===== config.mk =====
export PLATFORM = sky130hd
export DESIGN_NAME = keypad_scan_debounce_core
export DESIGN_NICKNAME = d
export VERILOG_FILES = /design/src/kpd_pkg.sv /design/src/kpd_scan_fsm.sv /design/src/keypad_scan_debounce_core.sv
export SDC_FILE = /design/constraint.sdc
export NUM_CORES = 1
export LEC_CHECK = 0
export ABC_AREA = 1
export ABC_CLOCK_PERIOD_IN_PS = 6600
export BUFFER_PORTS_ARGS = -buffer_cell sky130_fd_sc_hd__buf_2
export CAP_MARGIN = 20
export CORE_MARGIN = 8
export CORE_UTILIZATION = 46
export DETAILED_ROUTE_END_ITERATION = 16
export PLACE_DENSITY = 0.71
export SETUP_SLACK_MARGIN = 0.15
export SLEW_MARGIN = 15
export SYNTH_ARGS = -nofsm -noshare
export SYNTH_HDL_FRONTEND = slang
export SYNTH_HIERARCHICAL = 1
export SYNTH_SLANG_ARGS = --single-unit
export TNS_END_PERCENT = 5

===== constraint.sdc =====
create_clock -name clk -period 6.6 [get_ports clk]
set_input_delay 0.99 -clock clk [delete_from_list [all_inputs] [get_ports clk]]
set_output_delay 0.99 -clock clk [all_outputs]
set_load 0.01 [all_outputs]

===== src/kpd_pkg.sv =====
// ----------------------------------------------------------------------------
// kpd_pkg
// shared types, constants and decode functions for the keypad scanner
// ----------------------------------------------------------------------------
package kpd_pkg;

    localparam int unsigned RowWidth    = 4;
    localparam int unsigned ColWidth    = 3;
    localparam int unsigned CharWidth   = 7;
    localparam int unsigned CountWidth  = 8;
    localparam int unsigned InBytes     = 1;
    localparam int unsigned OutBytes    = 2;

    localparam logic [RowWidth-1:0]   RowCode0     = 4'he;
    localparam logic [RowWidth-1:0]   RowCode1     = 4'hd;
    localparam logic [RowWidth-1:0]   RowCode2     = 4'hb;
    localparam logic [RowWidth-1:0]   RowCode3     = 4'h7;
    localparam logic [ColWidth-1:0]   AllColumns   = 3'b111;
    localparam logic [ColWidth-1:0]   Column0      = 3'b001;
    localparam logic [ColWidth-1:0]   Column1      = 3'b010;
    localparam logic [ColWidth-1:0]   Column2      = 3'b100;
    localparam logic [CountWidth-1:0] DebounceInit = 8'd100;

    typedef enum logic [2:0] {
        ST_WAIT     = 3'd0,
        ST_DEBOUNCE = 3'd1,
        ST_CHECK0   = 3'd2,
        ST_CHECK1   = 3'd3,
        ST_CHECK2   = 3'd4,
        ST_RELEASE  = 3'd5
    } kpd_state_t;

    // packed so that key_valid sits in bit 0 of the result word
    typedef struct packed {
        logic [ColWidth-1:0]  column_drive;
        logic [CharWidth-1:0] key_char;
        logic                 key_valid;
    } kpd_result_t;

    typedef struct packed {
        logic          pressed;
        logic [1:0]    row;
    } kpd_row_t;

    // exactly one row low counts as a press
    function automatic kpd_row_t decode_row(input logic [RowWidth-1:0] pins);
        kpd_row_t r;
        r.pressed = 1'b1;
        r.row     = 2'd0;
        case (pins)
            RowCode0: r.row = 2'd0;
            RowCode1: r.row = 2'd1;
            RowCode2: r.row = 2'd2;
            RowCode3: r.row = 2'd3;
            default:  r.pressed = 1'b0;
        endcase
        return r;
    endfunction

    // key map "#9630852*741", index 4*column+row
    function automatic logic [CharWidth-1:0] key_lookup(input logic [3:0] idx);
        logic [CharWidth-1:0] c;
        case (idx)
            4'd0:    c = 7'h23;
            4'd1:    c = 7'h39;
            4'd2:    c = 7'h36;
            4'd3:    c = 7'h33;
            4'd4:    c = 7'h30;
            4'd5:    c = 7'h38;
            4'd6:    c = 7'h35;
            4'd7:    c = 7'h32;
            4'd8:    c = 7'h2a;
            4'd9:    c = 7'h37;
            4'd10:   c = 7'h34;
            4'd11:   c = 7'h31;
            default: c = '0;
        endcase
        return c;
    endfunction

endpackage


===== src/kpd_scan_fsm.sv =====
// ----------------------------------------------------------------------------
// kpd_scan_fsm
// scan state machine: one tick per accepted request, result computed alongside
// ----------------------------------------------------------------------------
module kpd_scan_fsm (
    input  logic                                clk,
    input  logic                                rst_n,
    input  logic                                step,
    input  logic [kpd_pkg::RowWidth-1:0]        row_pins,
    input  logic [kpd_pkg::CountWidth-1:0]      debounce_ticks,
    output kpd_pkg::kpd_result_t                result
);

    kpd_pkg::kpd_state_t                   state_reg, state_next;
    logic [kpd_pkg::CountWidth-1:0]        count_reg, count_next;
    logic [kpd_pkg::ColWidth-1:0]          drive_reg, drive_next;
    logic [kpd_pkg::CountWidth-1:0]        count_inc;
    logic [1:0]                            col;
    kpd_pkg::kpd_row_t                     dec;

    always_ff @(posedge clk or negedge rst_n)
    begin
        if (!rst_n)
        begin
            state_reg <= kpd_pkg::ST_WAIT;
            count_reg <= '0;
            drive_reg <= kpd_pkg::AllColumns;
        end
        else if (step)
        begin
            state_reg <= state_next;
            count_reg <= count_next;
            drive_reg <= drive_next;
        end
    end

    always_comb
    begin
        dec        = kpd_pkg::decode_row(row_pins);
        state_next = state_reg;
        count_next = count_reg;
        drive_next = drive_reg;
        col        = 2'd0;
        count_inc  = (count_reg < debounce_ticks) ? count_reg + 8'd1 : count_reg;
        result.key_valid = 1'b0;
        result.key_char  = '0;

        case (state_reg)
            kpd_pkg::ST_DEBOUNCE:
            begin
                if (dec.pressed)
                begin
                    count_next = count_inc;
                    if (count_inc >= debounce_ticks)
                    begin
                        state_next = kpd_pkg::ST_CHECK0;
                        drive_next = kpd_pkg::Column0;
                    end
                end
            end
            kpd_pkg::ST_CHECK0, kpd_pkg::ST_CHECK1, kpd_pkg::ST_CHECK2:
            begin
                col = (state_reg == kpd_pkg::ST_CHECK0) ? 2'd0 :
                      (state_reg == kpd_pkg::ST_CHECK1) ? 2'd1 : 2'd2;
                if (dec.pressed)
                begin
                    state_next       = kpd_pkg::ST_RELEASE;
                    result.key_valid = 1'b1;
                    result.key_char  = kpd_pkg::key_lookup({col, dec.row});
                end
                else if (state_reg == kpd_pkg::ST_CHECK0)
                begin
                    state_next = kpd_pkg::ST_CHECK1;
                    drive_next = kpd_pkg::Column1;
                end
                else if (state_reg == kpd_pkg::ST_CHECK1)
                begin
                    state_next = kpd_pkg::ST_CHECK2;
                    drive_next = kpd_pkg::Column2;
                end
                else
                begin
                    // column 2 stays driven until the next wait tick
                    state_next = kpd_pkg::ST_WAIT;
                end
            end
            kpd_pkg::ST_RELEASE:
            begin
                if (!dec.pressed)
                    state_next = kpd_pkg::ST_WAIT;
            end
            default:
            begin
                drive_next = kpd_pkg::AllColumns;
                if (dec.pressed)
                begin
                    state_next = kpd_pkg::ST_DEBOUNCE;
                    count_next = '0;
                end
                else
                    state_next = kpd_pkg::ST_WAIT;
            end
        endcase

        result.column_drive = drive_next;
    end

endmodule


===== src/keypad_scan_debounce_core.sv =====
// ----------------------------------------------------------------------------
// keypad_scan_debounce_core
// 3 column by 4 row keypad scanner with debounce, one scan tick per request
// ----------------------------------------------------------------------------
// each input request is one scan tick carrying the four active-low row pin
// levels; it produces exactly one result request (key_valid, key_char,
// column_drive). a request can be taken every clock cycle while s_tready is
// high: the scan state is updated in the cycle of acceptance and the result
// is registered into the output register that drives the master side. a
// second (skid) slot behind the output register takes the result instead,
// and lets the slave side take one more request, while the master side is
// stalled; s_tready drops only when both slots are full. the debounce limit
// comes from the cfg write channel (reset value 100), which is always ready
// and should be written only while the scanner is idle
// ----------------------------------------------------------------------------
module keypad_scan_debounce_core (
    input  logic                                  clk,
    input  logic                                  rst_n,
    // scan tick requests
    input  logic                                  s_tvalid,
    output logic                                  s_tready,
    input  logic [8*kpd_pkg::InBytes-1:0]         s_tdata,   // [3:0] row_pins
    // result requests
    output logic                                  m_tvalid,
    input  logic                                  m_tready,
    output logic [8*kpd_pkg::OutBytes-1:0]        m_tdata,   // [0] key_valid,
                                                             // [7:1] key_char,
                                                             // [10:8] column_drive
    // debounce limit write channel
    input  logic                                  cfg_valid,
    output logic                                  cfg_ready,
    input  logic [kpd_pkg::CountWidth-1:0]        cfg_data
);

    logic [kpd_pkg::CountWidth-1:0] ticks_reg;
    kpd_pkg::kpd_result_t           new_result;
    kpd_pkg::kpd_result_t           out_reg;
    kpd_pkg::kpd_result_t           skid_reg;
    logic                           out_valid_reg;
    logic                           skid_valid_reg;
    logic                           accept;
    logic                           out_free;

    assign cfg_ready = 1'b1;
    assign s_tready  = !skid_valid_reg;
    assign accept    = s_tvalid && s_tready;
    assign out_free  = !out_valid_reg || m_tready;

    // debounce limit register
    always_ff @(posedge clk or negedge rst_n)
    begin
        if (!rst_n)
            ticks_reg <= kpd_pkg::DebounceInit;
        else if (cfg_valid && cfg_ready)
            ticks_reg <= cfg_data;
    end

    // scan state and per-tick result
    kpd_scan_fsm u_fsm (
        .clk            (clk),
        .rst_n          (rst_n),
        .step           (accept),
        .row_pins       (s_tdata[kpd_pkg::RowWidth-1:0]),
        .debounce_ticks (ticks_reg),
        .result         (new_result)
    );

    // output register with skid slot
    always_ff @(posedge clk or negedge rst_n)
    begin
        if (!rst_n)
        begin
            out_valid_reg  <= 1'b0;
            skid_valid_reg <= 1'b0;
        end
        else if (out_free)
        begin
            // skid is always empty when a new request is accepted
            out_valid_reg  <= accept || skid_valid_reg;
            skid_valid_reg <= 1'b0;
        end
        else if (accept)
            skid_valid_reg <= 1'b1;
    end

    always_ff @(posedge clk)
    begin
        if (out_free)
            out_reg <= skid_valid_reg ? skid_reg : new_result;
        else if (accept)
            skid_reg <= new_result;
    end

    assign m_tvalid = out_valid_reg;
    assign m_tdata  = {{(8*kpd_pkg::OutBytes - $bits(kpd_pkg::kpd_result_t)){1'b0}}, out_reg};

`ifndef ASSERT_OFF
    // skid slot is only ever filled behind a held output
    a_skid_behind_out: assert property (@(posedge clk) disable iff (!rst_n)
        skid_valid_reg |-> out_valid_reg)
        else $error("skid slot full while output register empty");

    // a reported key always comes with a single column driven
    a_hit_one_column: assert property (@(posedge clk) disable iff (!rst_n)
        (out_valid_reg && out_reg.key_valid) |-> $onehot(out_reg.column_drive))
        else $error("key reported without a single driven column");

    // no character without a hit, and a hit always has a character
    a_char_with_hit: assert property (@(posedge clk) disable iff (!rst_n)
        out_valid_reg |-> (out_reg.key_valid == (out_reg.key_char != '0)))
        else $error("key character and key valid disagree");

    // a stalled result with a full skid slot blocks new requests
    a_full_blocks: assert property (@(posedge clk) disable iff (!rst_n)
        (skid_valid_reg && !m_tready) |=> !s_tready)
        else $error("request accepted with both slots full");
`endif

endmodule


==> reports/qor.txt <==
vias in the first global route: 2350
Non-Filler Instances: 486
pre-CTS setup slack: 3.50 ns
Starting Density: 0.474
sequential cell area fraction in the yosys report: 0.422
Comb power frac: 0.368
crit share post-route: 0.475
Final Max Tran Viols: 0
Sink Count: 46
CTS Buf Count: 5
Synth async-reset ratio: 0.522
Ports: 40
Post-CTS Hold Buffers: 0
area fraction in compound gates after synthesis: 0.0595
ys flop type: edfxtp_1
Die Area: 0.00939 mm^2
HP Start: u_fsm/drive_reg[2]$_DFFE_PN1P_
max cap viols: 0
Core ar.: 0.00635 mm^2
Final GP Congestion: 0.813
Critical Path RT: 6.78 ns
Yosys cell types: 35
switching power: 379 uW
H-Tree Depth: 2
Remaining DRCs: 0
routed len/inst: 11.3 um
Adder-Cell Fraction of Synth Area: 0.0873
first-pass GRT wire length: 10200 um
Syn-to-layout area delta: 9.36%
DRT antenna net count: 0
Synth Cell Area: 0.00301 mm^2
layout cell share with drive strength beyond 1: 0.164
post-layout util: 0.518
relative slew slack: 0.435
final net count: 450
largest family of logic cells by synthesized area: simple AND/OR/NAND/NOR gates
FF-to-FF Start: ticks_reg[5]$_DFFE_PN1P_
std cell rows: 29
worst setup margin: 3.46 ns
top post-synthesis cells by count: nand2_1 (127), inv_1 (60), nand3_1 (25), edfxtp_1 (22), ha_1 (21)
via count: 2305
mux contribution to synthesized area: 0
syn avg cell area: 7.92 um^2
top-count cell post-synth: nand2_1
RSZ-0062 raised after global routing: no
Min Hold Slack: 0.469 ns
reg-to-reg setup timing slack: 3.46 ns
leading area contributor after synthesis: edfxtp_1
#FFs+latches synth: 46
CP endpoint kind: flop
status: completed
critical path class: flop to flop
Post-synth EDFFs: 22
router iterations before antenna repair: 4
reg-to-reg endpoint: m_tdata[9]$_DFFE_PP_
Synth area leaders: edfxtp_1 (22%), nand2_1 (16%), dfrtp_1 (15%), ha_1 (8.7%), inv_1 (7.5%)
worst-path maximum fanout: 9
setup TNS: 0 ns
Inst Count DP: 478
simple-gate area share of the yosys netlist: 0.298
Power Density: 302 mW/mm^2
Longest Clk Path Bufs: 2
clock skew: 0.0105 ns
R2R depth: 19
Post-CTS Resized: 0
final setup vio count: 0
top-area cell type share of the netlist area: 0.220
Critical Path AT: 3.31 ns
GR Overflow Total: 0
Die Y: 96.9 um
Syn Inst Count: 380
Hold Fails Final Rpt: 0
initial antenna violation count: 0
Startpoint Class: flop
CTS tree: done
Flop pwr share: 0.410
Worst Max-Slew Pin Slew: 0.844 ns
number of port buffers: 29
internal power: 613 uW
Hold/Removal Path Class: flop to flop
Max VDD drop: 0.169 mV
Root Driver: clkbuf_8
clk slew on worst S/H paths: 0.10 ns
Inserted Diodes: 0
Sw Ratio: 0.382
Post-Synth XOR/XNOR Area: 0.0146
Leak: 0.00182 uW
routed vias/inst: 4.74
global-route usage over all layers: 0.125
min Tclk post-route: 3.14 ns
largest net degree at the start of global routing: 25
Detailed Route Iter0 Violations: 164
Hold EP: u_fsm/drive_reg[2]$_DFFE_PN1P_
worst hold stages: 2
Warnings, synthesis: 6
Die Wd: 96.9 um
fillcell total: 599
post-DP HPWL: 4210 um
clock latency at the later pin of the worst-skew pair: 0.30 ns
clock group share of total power: 0.222
Peak Freq: 319 MHz
Setup Fix Bufs, Post-CTS: 0
DRT Wirelength: 5500 um
==> cell families after synthesis <==
kind of cell | Yosys count
simple gates | 194
buf+inv | 79
flops | 46
compound gates | 32
fa+ha+maj | 21
xor+xnor | 5
other cells | 3
==> routing by layer <==
metal / part of all wire / vias up / global-route usage
met1: 0.50 / 1026 / 0.158
met5: 0 / - / 0
met2: 0.45 / 44 / 0.202
li1: - / 1233 / -
met3: 0.037 / 2 / 0.0277
met4: 0.0073 / 0 / 0.0497
==> metrics by stage <==
| stage | total power [uW] | cell area (um^2) |
|---|---|---|
| final | 993 | 3290 |
| after global routing | 1080 | 3290 |
| after CTS | 1000 | 3290 |
| after detailed placement | 778 | 3170 |
| after global placement | 766 | 3170 |
| after floorplan | 696 | 3020 |
==> worst max path at each step <==
stage                                      end  slack (ns)                     start  cells after the start
after floorplan           m_tdata[9]$_DFFE_PP_        3.92  ticks_reg[5]$_DFFE_PN1P_                     20
after global placement    m_tdata[9]$_DFFE_PP_        3.55  ticks_reg[5]$_DFFE_PN1P_                     19
after detailed placement  m_tdata[9]$_DFFE_PP_        3.50  ticks_reg[5]$_DFFE_PN1P_                     19
after CTS                 m_tdata[9]$_DFFE_PP_        3.47  ticks_reg[5]$_DFFE_PN1P_                     19
after global routing      m_tdata[9]$_DFFE_PP_        3.08  ticks_reg[5]$_DFFE_PN1P_                     19
final                     m_tdata[9]$_DFFE_PP_        3.46  ticks_reg[5]$_DFFE_PN1P_                     19
==> worst max-delay path: stages, from the launching register on <==
cell,delay (ns)
dfstp_2,0.54
inv_1,0.06
ha_1,0.30
a21oi_1,0.14
o21a_1,0.33
nand2_2,0.19
nand2_1,0.11
and2_1,0.15
ha_1,0.24
nand2_1,0.07
nand3_1,0.07
nand2_1,0.06
nand2_1,0.06
nand2_1,0.08
nand2_1,0.07
nand2_1,0.06
nand2_1,0.09
o21ai_0,0.24
nand2_1,0.09
nand2_1,0.06
==> power groups by stage <==
stage / logic (uW) / registers [uW] / clock network [uW]
detailed placement: 365 / 413 / 0
CTS: 366 / 408 / 226
finish: 365 / 407 / 220
floorplan: 282 / 413 / 0
global placement: 354 / 412 / 0
global route: 429 / 415 / 238
==> final cells by class <==
class,count,area (um^2),share of cell area
Sequential cell,46,1270,0.386
Inverter,67,254,0.0772
Multi-Input combinational cell,259,1410,0.428
Clock inverter,3,48.8,0.0148
Timing Repair Buffer,29,145,0.0441
Clock buffer,5,68.8,0.0209
Tap cell,77,96.3,0.0293
==> layout by cell type (no fill, tap or decap), drive strengths merged <==
cell / Yosys / routed
a21boi: 1 / 1
dfstp: 6 / 6
a211oi: 1 / 1
conb: 3 / 7
inv: 67 / 68
clkbuf: 0 / 5
ha: 21 / 21
buf: 12 / 29
nand3b: 1 / 1
nor3: 5 / 5
clkinvlp: 0 / 1
dfrtp: 18 / 18
nand2: 135 / 135
o21bai: 2 / 2
o21ai: 19 / 19
nand3: 27 / 27
o21a: 2 / 2
and2: 1 / 1
nand4: 5 / 5
edfxtp: 22 / 22
a21oi: 7 / 7
nor2: 20 / 20
bufinv: 0 / 1
xor2: 5 / 5
(Power assumes the default switching activity.)
